File: config.mk
export PLATFORM = sky130hd
export DESIGN_NAME = pen_event_frame_assembler_core
export DESIGN_NICKNAME = d
export VERILOG_FILES = /design/src/rtl/pefa_pkg.sv /design/src/rtl/pefa_front.sv /design/src/rtl/pefa_queue.sv /design/src/rtl/pefa_back.sv /design/src/rtl/pen_event_frame_assembler_core.sv
export SDC_FILE = /design/constraint.sdc
export NUM_CORES = 2
export LEC_CHECK = 0
export ABC_AREA = 1
export BUFFER_PORTS_ARGS = -buffer_cell sky130_fd_sc_hd__buf_2
export CORE_MARGIN = 3
export CORE_UTILIZATION = 60
export CTS_BUF_LIST = sky130_fd_sc_hd__clkbuf_4
export CTS_CLUSTER_SIZE = 28
export DETAILED_ROUTE_END_ITERATION = 10
export GPL_ROUTABILITY_DRIVEN = 0
export PLACE_DENSITY = 0.77
export SLEW_MARGIN = 40
export SYNTH_ARGS = -nofsm -noshare
export SYNTH_HDL_FRONTEND = slang
export SYNTH_SLANG_ARGS = --single-unit
File: constraint.sdc
create_clock -name clk -period 11.6 [get_ports clk]
set_clock_uncertainty 0.15 [all_clocks]
set_input_delay 2.9 -clock clk [delete_from_list [all_inputs] [get_ports clk]]
set_output_delay 2.9 -clock clk [all_outputs]
set_load 0.01 [all_outputs]
File: src/rtl/pefa_pkg.sv
// ----------------------------------------------------------------------------
// pefa_pkg
// Shared types and constants for the pen event frame assembler: event codes,
// register indexes, the configuration bundle and the frame snapshot word.
// ----------------------------------------------------------------------------
package pefa_pkg;

    localparam int unsigned RawW   = 32;
    localparam int unsigned ScrW   = 13;
    localparam int unsigned CoordW = 21;
    localparam int unsigned PresW  = 16;
    localparam int unsigned QuoW   = 21;
    localparam int unsigned ProdW  = RawW + QuoW;
    localparam int unsigned CntW   = 5;
    localparam int unsigned CfgIdxW = 3;

    // event classes and codes
    localparam logic [15:0] EV_SYN          = 16'd0;
    localparam logic [15:0] EV_KEY          = 16'd1;
    localparam logic [15:0] EV_ABS          = 16'd3;
    localparam logic [15:0] SYNC_FRAME      = 16'd0;
    localparam logic [15:0] ABS_X           = 16'd0;
    localparam logic [15:0] ABS_Y           = 16'd1;
    localparam logic [15:0] ABS_PRES        = 16'd24;
    localparam logic [15:0] KEY_TIP         = 16'd330;
    localparam logic [15:0] KEY_ERASER      = 16'd321;

    // register indexes
    localparam logic [CfgIdxW-1:0] REG_X_MIN  = 3'd0;
    localparam logic [CfgIdxW-1:0] REG_X_MAX  = 3'd1;
    localparam logic [CfgIdxW-1:0] REG_Y_MIN  = 3'd2;
    localparam logic [CfgIdxW-1:0] REG_Y_MAX  = 3'd3;
    localparam logic [CfgIdxW-1:0] REG_P_MIN  = 3'd4;
    localparam logic [CfgIdxW-1:0] REG_P_MAX  = 3'd5;
    localparam logic [CfgIdxW-1:0] REG_WIDTH  = 3'd6;
    localparam logic [CfgIdxW-1:0] REG_HEIGHT = 3'd7;

    // axis being scaled
    localparam logic [1:0] AX_X = 2'd0;
    localparam logic [1:0] AX_Y = 2'd1;
    localparam logic [1:0] AX_P = 2'd2;

    localparam logic [QuoW-1:0] PRES_SCALE = QuoW'(65535);

    typedef struct packed {
        logic signed [RawW-1:0] x_min;
        logic signed [RawW-1:0] x_max;
        logic signed [RawW-1:0] y_min;
        logic signed [RawW-1:0] y_max;
        logic signed [RawW-1:0] p_min;
        logic signed [RawW-1:0] p_max;
        logic [ScrW-1:0]        width;
        logic [ScrW-1:0]        height;
    } cfg_t;

    typedef struct packed {
        logic signed [RawW-1:0] x;
        logic signed [RawW-1:0] y;
        logic signed [RawW-1:0] p;
        logic                   pen;
        logic                   eraser;
    } frame_t;

    typedef enum logic [2:0] {
        ST_IDLE,
        ST_PREP,
        ST_MUL,
        ST_DIV,
        ST_DONE
    } back_state_t;

endpackage

File: src/rtl/pefa_front.sv
// ----------------------------------------------------------------------------
// pefa_front
// Event front end: accepts event words, latches axis values and pen flags,
// and pushes a frame snapshot into the queue on each sync report.
// ----------------------------------------------------------------------------
module pefa_front
    import pefa_pkg::*;
(
    input  logic                   clk,
    input  logic                   rst_n,
    input  logic                   in_valid,
    output logic                   in_stall,
    input  logic [15:0]            event_type,
    input  logic [15:0]            event_code,
    input  logic signed [RawW-1:0] event_value,
    input  logic                   q_full,
    output logic                   q_push,
    output frame_t                 q_data
);

    logic signed [RawW-1:0] x_reg, x_next;
    logic signed [RawW-1:0] y_reg, y_next;
    logic signed [RawW-1:0] p_reg, p_next;
    logic                   pen_reg, pen_next;
    logic                   eraser_reg, eraser_next;
    logic                   rubber_reg, rubber_next;
    logic                   accept;
    logic                   pressed;

    assign in_stall = q_full;
    assign accept   = in_valid && !q_full;
    assign pressed  = (event_value != '0);

    always_comb
    begin
        x_next      = x_reg;
        y_next      = y_reg;
        p_next      = p_reg;
        pen_next    = pen_reg;
        eraser_next = eraser_reg;
        rubber_next = rubber_reg;
        q_push      = 1'b0;
        if (accept)
        begin
            unique case (event_type)
                EV_ABS:
                begin
                    if (event_code == ABS_X)
                        x_next = event_value;
                    else if (event_code == ABS_Y)
                        y_next = event_value;
                    else if (event_code == ABS_PRES)
                        p_next = event_value;
                end
                EV_KEY:
                begin
                    if (event_code == KEY_TIP)
                    begin
                        pen_next    = pressed && !rubber_reg;
                        eraser_next = pressed && rubber_reg;
                    end
                    else if (event_code == KEY_ERASER)
                    begin
                        rubber_next = pressed;
                        if (!pressed)
                            eraser_next = 1'b0;
                    end
                end
                EV_SYN:
                begin
                    q_push = (event_code == SYNC_FRAME);
                end
                default:
                begin
                    q_push = 1'b0;
                end
            endcase
        end
    end

    assign q_data = '{x: x_reg, y: y_reg, p: p_reg, pen: pen_reg, eraser: eraser_reg};

    always_ff @(posedge clk or negedge rst_n)
    begin
        if (!rst_n)
        begin
            x_reg      <= '0;
            y_reg      <= '0;
            p_reg      <= '0;
            pen_reg    <= 1'b0;
            eraser_reg <= 1'b0;
            rubber_reg <= 1'b0;
        end
        else
        begin
            x_reg      <= x_next;
            y_reg      <= y_next;
            p_reg      <= p_next;
            pen_reg    <= pen_next;
            eraser_reg <= eraser_next;
            rubber_reg <= rubber_next;
        end
    end

endmodule

File: src/rtl/pefa_queue.sv
// ----------------------------------------------------------------------------
// pefa_queue
// Two-entry frame queue between the event front end and the scaling back end.
// ----------------------------------------------------------------------------
module pefa_queue
    import pefa_pkg::*;
(
    input  logic   clk,
    input  logic   rst_n,
    input  logic   push,
    input  frame_t push_data,
    output logic   full,
    input  logic   pop,
    output logic   empty,
    output frame_t pop_data
);

    frame_t      mem [2];
    logic        wr_ptr_reg, wr_ptr_next;
    logic        rd_ptr_reg, rd_ptr_next;
    logic [1:0]  count_reg, count_next;
    logic        do_push;
    logic        do_pop;

    assign full     = (count_reg == 2'd2);
    assign empty    = (count_reg == 2'd0);
    assign do_push  = push && !full;
    assign do_pop   = pop && !empty;
    assign pop_data = mem[rd_ptr_reg];

    always_comb
    begin
        wr_ptr_next = do_push ? !wr_ptr_reg : wr_ptr_reg;
        rd_ptr_next = do_pop ? !rd_ptr_reg : rd_ptr_reg;
        count_next  = count_reg;
        if (do_push && !do_pop)
            count_next = count_reg + 2'd1;
        else if (do_pop && !do_push)
            count_next = count_reg - 2'd1;
    end

    always_ff @(posedge clk)
    begin
        if (do_push)
            mem[wr_ptr_reg] <= push_data;
    end

    always_ff @(posedge clk or negedge rst_n)
    begin
        if (!rst_n)
        begin
            wr_ptr_reg <= 1'b0;
            rd_ptr_reg <= 1'b0;
            count_reg  <= 2'd0;
        end
        else
        begin
            wr_ptr_reg <= wr_ptr_next;
            rd_ptr_reg <= rd_ptr_next;
            count_reg  <= count_next;
        end
    end

endmodule

File: src/rtl/pefa_back.sv
// ----------------------------------------------------------------------------
// pefa_back
// Frame back end: clamps each axis, multiplies by its scale and divides by
// the span in a shared restoring divider, then presents the result word.
// ----------------------------------------------------------------------------
module pefa_back
    import pefa_pkg::*;
(
    input  logic               clk,
    input  logic               rst_n,
    input  cfg_t               cfg,
    input  logic               q_empty,
    output logic               q_pop,
    input  frame_t             q_data,
    output logic               out_valid,
    input  logic               out_stall,
    output logic [CoordW-1:0]  screen_x,
    output logic [CoordW-1:0]  screen_y,
    output logic [PresW-1:0]   pressure_level,
    output logic               pen_touching,
    output logic               eraser_touching
);

    back_state_t          state_reg, state_next;
    frame_t               frame_reg, frame_next;
    logic [1:0]           ax_reg, ax_next;
    logic [RawW-1:0]      span_reg, span_next;
    logic [RawW-1:0]      n_reg, n_next;
    logic [QuoW-1:0]      scale_reg, scale_next;
    logic [RawW-1:0]      rem_reg, rem_next;
    logic [QuoW-1:0]      sh_reg, sh_next;
    logic [CntW-1:0]      cnt_reg, cnt_next;
    logic [CoordW-1:0]    xres_reg, xres_next;
    logic [CoordW-1:0]    yres_reg, yres_next;
    logic [PresW-1:0]     pres_reg, pres_next;

    logic                 ovalid_reg, ovalid_next;
    logic [CoordW-1:0]    ox_reg, ox_next;
    logic [CoordW-1:0]    oy_reg, oy_next;
    logic [PresW-1:0]     op_reg, op_next;
    logic                 open_reg, open_next;
    logic                 oeras_reg, oeras_next;

    logic signed [RawW-1:0] sel_lo;
    logic signed [RawW-1:0] sel_hi;
    logic signed [RawW-1:0] sel_raw;
    logic [QuoW-1:0]        sel_scale;
    logic [RawW:0]          diff_span;
    logic [RawW:0]          diff_raw;
    logic [RawW-1:0]        span_eff;
    logic [RawW-1:0]        n_clamp;
    logic [ProdW-1:0]       product;
    logic [RawW:0]          trial;
    logic                   ge;
    logic [RawW-1:0]        step_rem;
    logic [QuoW-1:0]        step_sh;

    always_comb
    begin
        case (ax_reg)
            AX_X:
            begin
                sel_lo    = cfg.x_min;
                sel_hi    = cfg.x_max;
                sel_raw   = frame_reg.x;
                sel_scale = {cfg.width, 8'd0};
            end
            AX_Y:
            begin
                sel_lo    = cfg.y_min;
                sel_hi    = cfg.y_max;
                sel_raw   = frame_reg.y;
                sel_scale = {cfg.height, 8'd0};
            end
            default:
            begin
                sel_lo    = cfg.p_min;
                sel_hi    = cfg.p_max;
                sel_raw   = frame_reg.p;
                sel_scale = PRES_SCALE;
            end
        endcase
    end

    assign diff_span = {sel_hi[RawW-1], sel_hi} - {sel_lo[RawW-1], sel_lo};
    assign diff_raw  = {sel_raw[RawW-1], sel_raw} - {sel_lo[RawW-1], sel_lo};
    assign span_eff  = (diff_span[RawW] || (diff_span == '0)) ? RawW'(1) : diff_span[RawW-1:0];
    assign n_clamp   = diff_raw[RawW] ? '0 :
                       ((diff_raw[RawW-1:0] > span_eff) ? span_eff : diff_raw[RawW-1:0]);

    assign product  = ProdW'(n_reg) * ProdW'(scale_reg);

    assign trial    = {rem_reg, sh_reg[QuoW-1]};
    assign ge       = (trial >= {1'b0, span_reg});
    assign step_rem = ge ? RawW'(trial - {1'b0, span_reg}) : trial[RawW-1:0];
    assign step_sh  = {sh_reg[QuoW-2:0], ge};

    always_comb
    begin
        state_next  = state_reg;
        frame_next  = frame_reg;
        ax_next     = ax_reg;
        span_next   = span_reg;
        n_next      = n_reg;
        scale_next  = scale_reg;
        rem_next    = rem_reg;
        sh_next     = sh_reg;
        cnt_next    = cnt_reg;
        xres_next   = xres_reg;
        yres_next   = yres_reg;
        pres_next   = pres_reg;
        q_pop       = 1'b0;
        ovalid_next = ovalid_reg && out_stall;
        ox_next     = ox_reg;
        oy_next     = oy_reg;
        op_next     = op_reg;
        open_next   = open_reg;
        oeras_next  = oeras_reg;

        unique case (state_reg)
            ST_IDLE:
            begin
                if (!q_empty)
                begin
                    q_pop      = 1'b1;
                    frame_next = q_data;
                    ax_next    = AX_X;
                    state_next = ST_PREP;
                end
            end
            ST_PREP:
            begin
                span_next  = span_eff;
                n_next     = n_clamp;
                scale_next = sel_scale;
                state_next = ST_MUL;
            end
            ST_MUL:
            begin
                rem_next   = product[ProdW-1:QuoW];
                sh_next    = product[QuoW-1:0];
                cnt_next   = '0;
                state_next = ST_DIV;
            end
            ST_DIV:
            begin
                rem_next = step_rem;
                sh_next  = step_sh;
                cnt_next = cnt_reg + CntW'(1);
                if (cnt_reg == CntW'(QuoW - 1))
                begin
                    case (ax_reg)
                        AX_X:
                        begin
                            xres_next  = step_sh;
                            ax_next    = AX_Y;
                            state_next = ST_PREP;
                        end
                        AX_Y:
                        begin
                            yres_next  = step_sh;
                            ax_next    = AX_P;
                            state_next = ST_PREP;
                        end
                        default:
                        begin
                            pres_next  = step_sh[PresW-1:0];
                            state_next = ST_DONE;
                        end
                    endcase
                end
            end
            ST_DONE:
            begin
                if (!ovalid_reg || !out_stall)
                begin
                    ovalid_next = 1'b1;
                    ox_next     = xres_reg;
                    oy_next     = yres_reg;
                    op_next     = pres_reg;
                    open_next   = frame_reg.pen;
                    oeras_next  = frame_reg.eraser;
                    state_next  = ST_IDLE;
                end
            end
            default:
            begin
                state_next = ST_IDLE;
            end
        endcase
    end

    always_ff @(posedge clk)
    begin
        frame_reg <= frame_next;
        span_reg  <= span_next;
        n_reg     <= n_next;
        scale_reg <= scale_next;
        rem_reg   <= rem_next;
        sh_reg    <= sh_next;
        xres_reg  <= xres_next;
        yres_reg  <= yres_next;
        pres_reg  <= pres_next;
        ox_reg    <= ox_next;
        oy_reg    <= oy_next;
        op_reg    <= op_next;
        open_reg  <= open_next;
        oeras_reg <= oeras_next;
    end

    always_ff @(posedge clk or negedge rst_n)
    begin
        if (!rst_n)
        begin
            state_reg  <= ST_IDLE;
            ax_reg     <= AX_X;
            cnt_reg    <= '0;
            ovalid_reg <= 1'b0;
        end
        else
        begin
            state_reg  <= state_next;
            ax_reg     <= ax_next;
            cnt_reg    <= cnt_next;
            ovalid_reg <= ovalid_next;
        end
    end

    assign out_valid       = ovalid_reg;
    assign screen_x        = ox_reg;
    assign screen_y        = oy_reg;
    assign pressure_level  = op_reg;
    assign pen_touching    = open_reg;
    assign eraser_touching = oeras_reg;

endmodule

File: src/rtl/pen_event_frame_assembler_core.sv
// ----------------------------------------------------------------------------
// pen_event_frame_assembler_core
// Pen digitizer event to screen frame assembler, top level.
// ----------------------------------------------------------------------------
// Axis and key event words are taken one per cycle while the queue is not
// full; a sync report queues a snapshot (two reports may wait). For each frame
// the back end fetches the snapshot, then for each of X, Y and pressure clamps,
// multiplies and runs 21 steps of the shared restoring divider, then loads the
// output register; it fetches no new frame before that. When the queue is full
// the input stalls. Configuration registers are read while each axis is scaled,
// so a write takes effect for the axes scaled after it.
// ----------------------------------------------------------------------------
module pen_event_frame_assembler_core
    import pefa_pkg::*;
(
    input  logic                   clk,
    input  logic                   rst_n,
    input  logic                   cfg_write,
    input  logic [CfgIdxW-1:0]     cfg_index,
    input  logic [RawW-1:0]        cfg_data,
    input  logic                   in_valid,
    output logic                   in_stall,
    input  logic [15:0]            event_type,
    input  logic [15:0]            event_code,
    input  logic signed [RawW-1:0] event_value,
    output logic                   out_valid,
    input  logic                   out_stall,
    output logic [CoordW-1:0]      screen_x,
    output logic [CoordW-1:0]      screen_y,
    output logic [PresW-1:0]       pressure_level,
    output logic                   pen_touching,
    output logic                   eraser_touching
);

    cfg_t   cfg_reg;
    logic   q_push;
    logic   q_full;
    logic   q_pop;
    logic   q_empty;
    frame_t q_wdata;
    frame_t q_rdata;

    always_ff @(posedge clk or negedge rst_n)
    begin
        if (!rst_n)
        begin
            cfg_reg.x_min  <= RawW'(0);
            cfg_reg.x_max  <= RawW'(1);
            cfg_reg.y_min  <= RawW'(0);
            cfg_reg.y_max  <= RawW'(1);
            cfg_reg.p_min  <= RawW'(0);
            cfg_reg.p_max  <= RawW'(1);
            cfg_reg.width  <= '0;
            cfg_reg.height <= '0;
        end
        else if (cfg_write)
        begin
            unique case (cfg_index)
                REG_X_MIN:  cfg_reg.x_min  <= cfg_data;
                REG_X_MAX:  cfg_reg.x_max  <= cfg_data;
                REG_Y_MIN:  cfg_reg.y_min  <= cfg_data;
                REG_Y_MAX:  cfg_reg.y_max  <= cfg_data;
                REG_P_MIN:  cfg_reg.p_min  <= cfg_data;
                REG_P_MAX:  cfg_reg.p_max  <= cfg_data;
                REG_WIDTH:  cfg_reg.width  <= cfg_data[ScrW-1:0];
                REG_HEIGHT: cfg_reg.height <= cfg_data[ScrW-1:0];
            endcase
        end
    end

    pefa_front u_front (
        .clk         (clk),
        .rst_n       (rst_n),
        .in_valid    (in_valid),
        .in_stall    (in_stall),
        .event_type  (event_type),
        .event_code  (event_code),
        .event_value (event_value),
        .q_full      (q_full),
        .q_push      (q_push),
        .q_data      (q_wdata)
    );

    pefa_queue u_queue (
        .clk       (clk),
        .rst_n     (rst_n),
        .push      (q_push),
        .push_data (q_wdata),
        .full      (q_full),
        .pop       (q_pop),
        .empty     (q_empty),
        .pop_data  (q_rdata)
    );

    pefa_back u_back (
        .clk             (clk),
        .rst_n           (rst_n),
        .cfg             (cfg_reg),
        .q_empty         (q_empty),
        .q_pop           (q_pop),
        .q_data          (q_rdata),
        .out_valid       (out_valid),
        .out_stall       (out_stall),
        .screen_x        (screen_x),
        .screen_y        (screen_y),
        .pressure_level  (pressure_level),
        .pen_touching    (pen_touching),
        .eraser_touching (eraser_touching)
    );

endmodule

==> impl_metrics.py <==
metrics = {
    "run_status": {
        "status": "completed",
    },
    "die": {
        "start_util": 0.606,
        "die_h_um": 324,
        "die-area_um2": 105000,
        "fp.dieW_um": 324,
        "rows": 116,
        "core_um2": 100000,
        "ios": 166,
    },
    "clock_tree": {
        "post_cts_buffers": 0,
        "cts_tree": "yes",
        "ctsResizeCount": 0,
        "cts_root_buf": "clkbuf_4",
        "path_clk_slew_ns": 0.07,
        "clock_tree.buffer_depth": 3,
        "clkLatencyLatePin_ns": 1.09,
        "numCtsBuffers": 211,
        "cts.hold.buffers_added": 0,
        "cts.sinks": 875,
        "htree_levels": 4,
    },
    "timing": {
        "fmax_ghz": 0.123,
        "rsz0062_at_grt": "false",
        "fin_crit_sh": 0.699,
        "finalSetupViolCount": 0,
        "slew_headroom": 0.397,
        "hold_violations": 0,
        "tns_ns": 0,
        "final_max_slew_viol_count": 0,
        "finalCriticalPeriod_ns": 8.10,
        "worstMarginPinSlew_ns": 0.904,
        "worst_hold_slack_ns": 0.249,
    },
    "final_layout": {
        "fin_nets": 7842,
        "layout-area-overhead-vs-synth_pct": 8.42,
        "largest_register_ffs": 218,
        "drive_above_1_share": 0.102,
    },
    "setup_path": {
        "slowest_delay_ns": 0.59,
        "endpoint_kind": "register",
        "path_common_cell": "nand2_1",
        "cp-start-kind": "register",
        "r2r_cells": 34,
        "r2r_start": "u_back.ax_reg[0]",
        "critPathSlowestCell": "nand2_4",
        "regToRegSetupSlack_ns": 3.50,
        "critPathRequiredTime_ns": 12.26,
        "r2r-end": "u_back.n_reg[10]",
        "crit_path_max_fanout": 53,
        "path_class": "reg2reg",
        "arrival_ns": 8.76,
    },
    "route": {
        "drtPass1Iterations": 8,
        "drc": 0,
        "num_vias": 46800,
        "wl_per_cell_um": 17.9,
        "routed_wl_mm": 151,
        "viasPerCell": 5.53,
        "drtIter0Drc": 3837,
        "drtAntennaViolNets": 0,
    },
    "worst_hold_path": {
        "hold_end": "u_back.screen_x[12]",
        "worstHoldPathCells": 0,
        "hp-class": "reg2reg",
        "hp-start": "u_back.xres_reg[12]",
    },
    "yosys": {
        "synth_fp_nets": 7618,
        "synth_top_cell_by_area": "edfxtp_1",
        "yosys-top-cells-count": "nand2_1, inv_1, edfxtp_1",
        "synthesis.instances": 6699,
        "avgSynthCellArea_um2": 9.07,
        "synth-warning-count": 0,
        "synth_flop_cell": "edfxtp_1",
        "yosys_register_bits": 875,
        "synth.area.top_cells": "edfxtp_1, fa_1, dfrtp_1",
        "synth-edff-count": 543,
        "syn_area_um2": 60800,
        "yosysMostFrequentCell": "nand2_1",
        "synth.distinct_cells": 65,
        "ys_async_sr_fraction": 0.379,
        "seq_area_frac_synth": 0.405,
        "netlist.area_leader.share": 0.268,
    },
    "flow_run": {
        "max_cap_violations": 0,
    },
    "global_routing": {
        "grt_pass1_wl_mm": 246,
        "grt_max_degree": 107,
        "gr-usage-all-layers": 0.297,
        "grt_overflow_total": 0,
        "antenna_found_initial": 2,
        "grt_pass1_vias": 48400,
    },
    "placement": {
        "place.port_buffers": 165,
        "dpl.hpwl_mm": 113,
    },
}
kinds of logic (layout without fill, tap and decap cells):
logic type / count (synthesis) / after routing / synth area share
compound gates: 1020 / 1020 / 0.0920
xor+xnor: 76 / 76 / 0.0110
fa+ha+maj: 815 / 815 / 0.234
buf+inv: 1466 / 1864 / 0.0922
flops: 875 / 875 / 0.405
other cells: 0 / 6 / 0
simple gates: 2447 / 2447 / 0.165
worst max-delay path by stage:
stage                         endpoint        startpoint  slack [ns]  depth (start not counted)
global route          u_back.n_reg[10]  u_back.ax_reg[0]        3.03                         31
finish                u_back.n_reg[10]  u_back.ax_reg[0]        3.50                         34
floorplan            u_queue.mem[1][0]    event_code[15]        2.93                          7
detailed placement  u_back.rem_reg[30]  u_back.n_reg[20]        3.62                         24
global placement    u_back.rem_reg[29]  u_back.n_reg[21]        3.82                         24
CTS                 u_back.rem_reg[30]  u_back.n_reg[20]        3.55                         24
per-layer routing:
layer | vias to the layer above | wire [µm] | GRT usage | share of wire
met5 | - | 51 | 0 | 0.00034
met1 | 22500 | 59100 | 0.375 | 0.39
met2 | 1975 | 75000 | 0.509 | 0.50
met4 | 2 | 5660 | 0.123 | 0.037
met3 | 427 | 11300 | 0.0522 | 0.075
li1 | 21800 | - | - | -
layout make-up:
type / count / area, µm²
sequential: 875 / 24600
fill: 8088 / 34400
antenna: 6 / 15.0
clock buffer: 325 / 2440
inverter: 1245 / 4680
tap: 1357 / 1700
timing repair buffer: 232 / 1480
clock inverter: 62 / 309
multi-input combinational: 4358 / 30700
layout by cell type, fill, tap and decap left out, types with 6 or more instances in the layout:
cell type / instances
a21o_1: 12
a21oi_1: 297
a31oi_1: 28
and2_1: 6
buf_2: 164
buf_4: 48
buf_6: 11
clkbuf_4: 325
clkinv_1: 45
clkinv_2: 8
dfrtp_1: 328
diode_2: 6
edfxtp_1: 543
fa_1: 538
ha_1: 277
inv_1: 1194
inv_2: 47
nand2_1: 1722
nand2_2: 12
nand3_1: 133
nand3_2: 19
nand3_4: 11
nand3b_1: 14
nand4_1: 41
nor2_1: 383
nor2_2: 13
nor2_4: 8
nor3_1: 28
nor4_1: 24
o211ai_1: 25
o21a_1: 26
o21ai_0: 482
o21ai_1: 11
o21bai_1: 31
o221ai_1: 9
o22ai_1: 71
or2_2: 14
xnor2_1: 38
xor2_1: 38
per-stage QoR:
| step | cell area, µm² | utilization | cells | setup WS [ns] |
|---|---|---|---|---|
| 2_1_floorplan | 60800 | - | 6699 | 2.93 |
| 3_3_place_gp | 62900 | 0.627 | 8057 | 3.82 |
| 3_5_place_dp | 63000 | 0.629 | 8062 | 3.62 |
| 4_1_cts | 65800 | 0.656 | 8449 | 3.55 |
| 5_1_grt | 65900 | 0.657 | 8460 | 3.03 |
| 6_report | 65900 | 0.657 | 8460 | 3.50 |
worst max-delay path: cells and delay by family, from the launching register on:
family | cells | cell delay [ns]
AND/OR/NAND/NOR | 15 | 2.90
AO/OA/AOI/OAI | 11 | 1.97
buffers and inverters | 6 | 1.82
flip-flops | 1 | 0.38
adder cells (fa/ha/maj) | 2 | 0.53
Power is left out: the tool's default activity adds up to more than one toggle a clock period on the data nets, which glitch-free logic cannot reach.
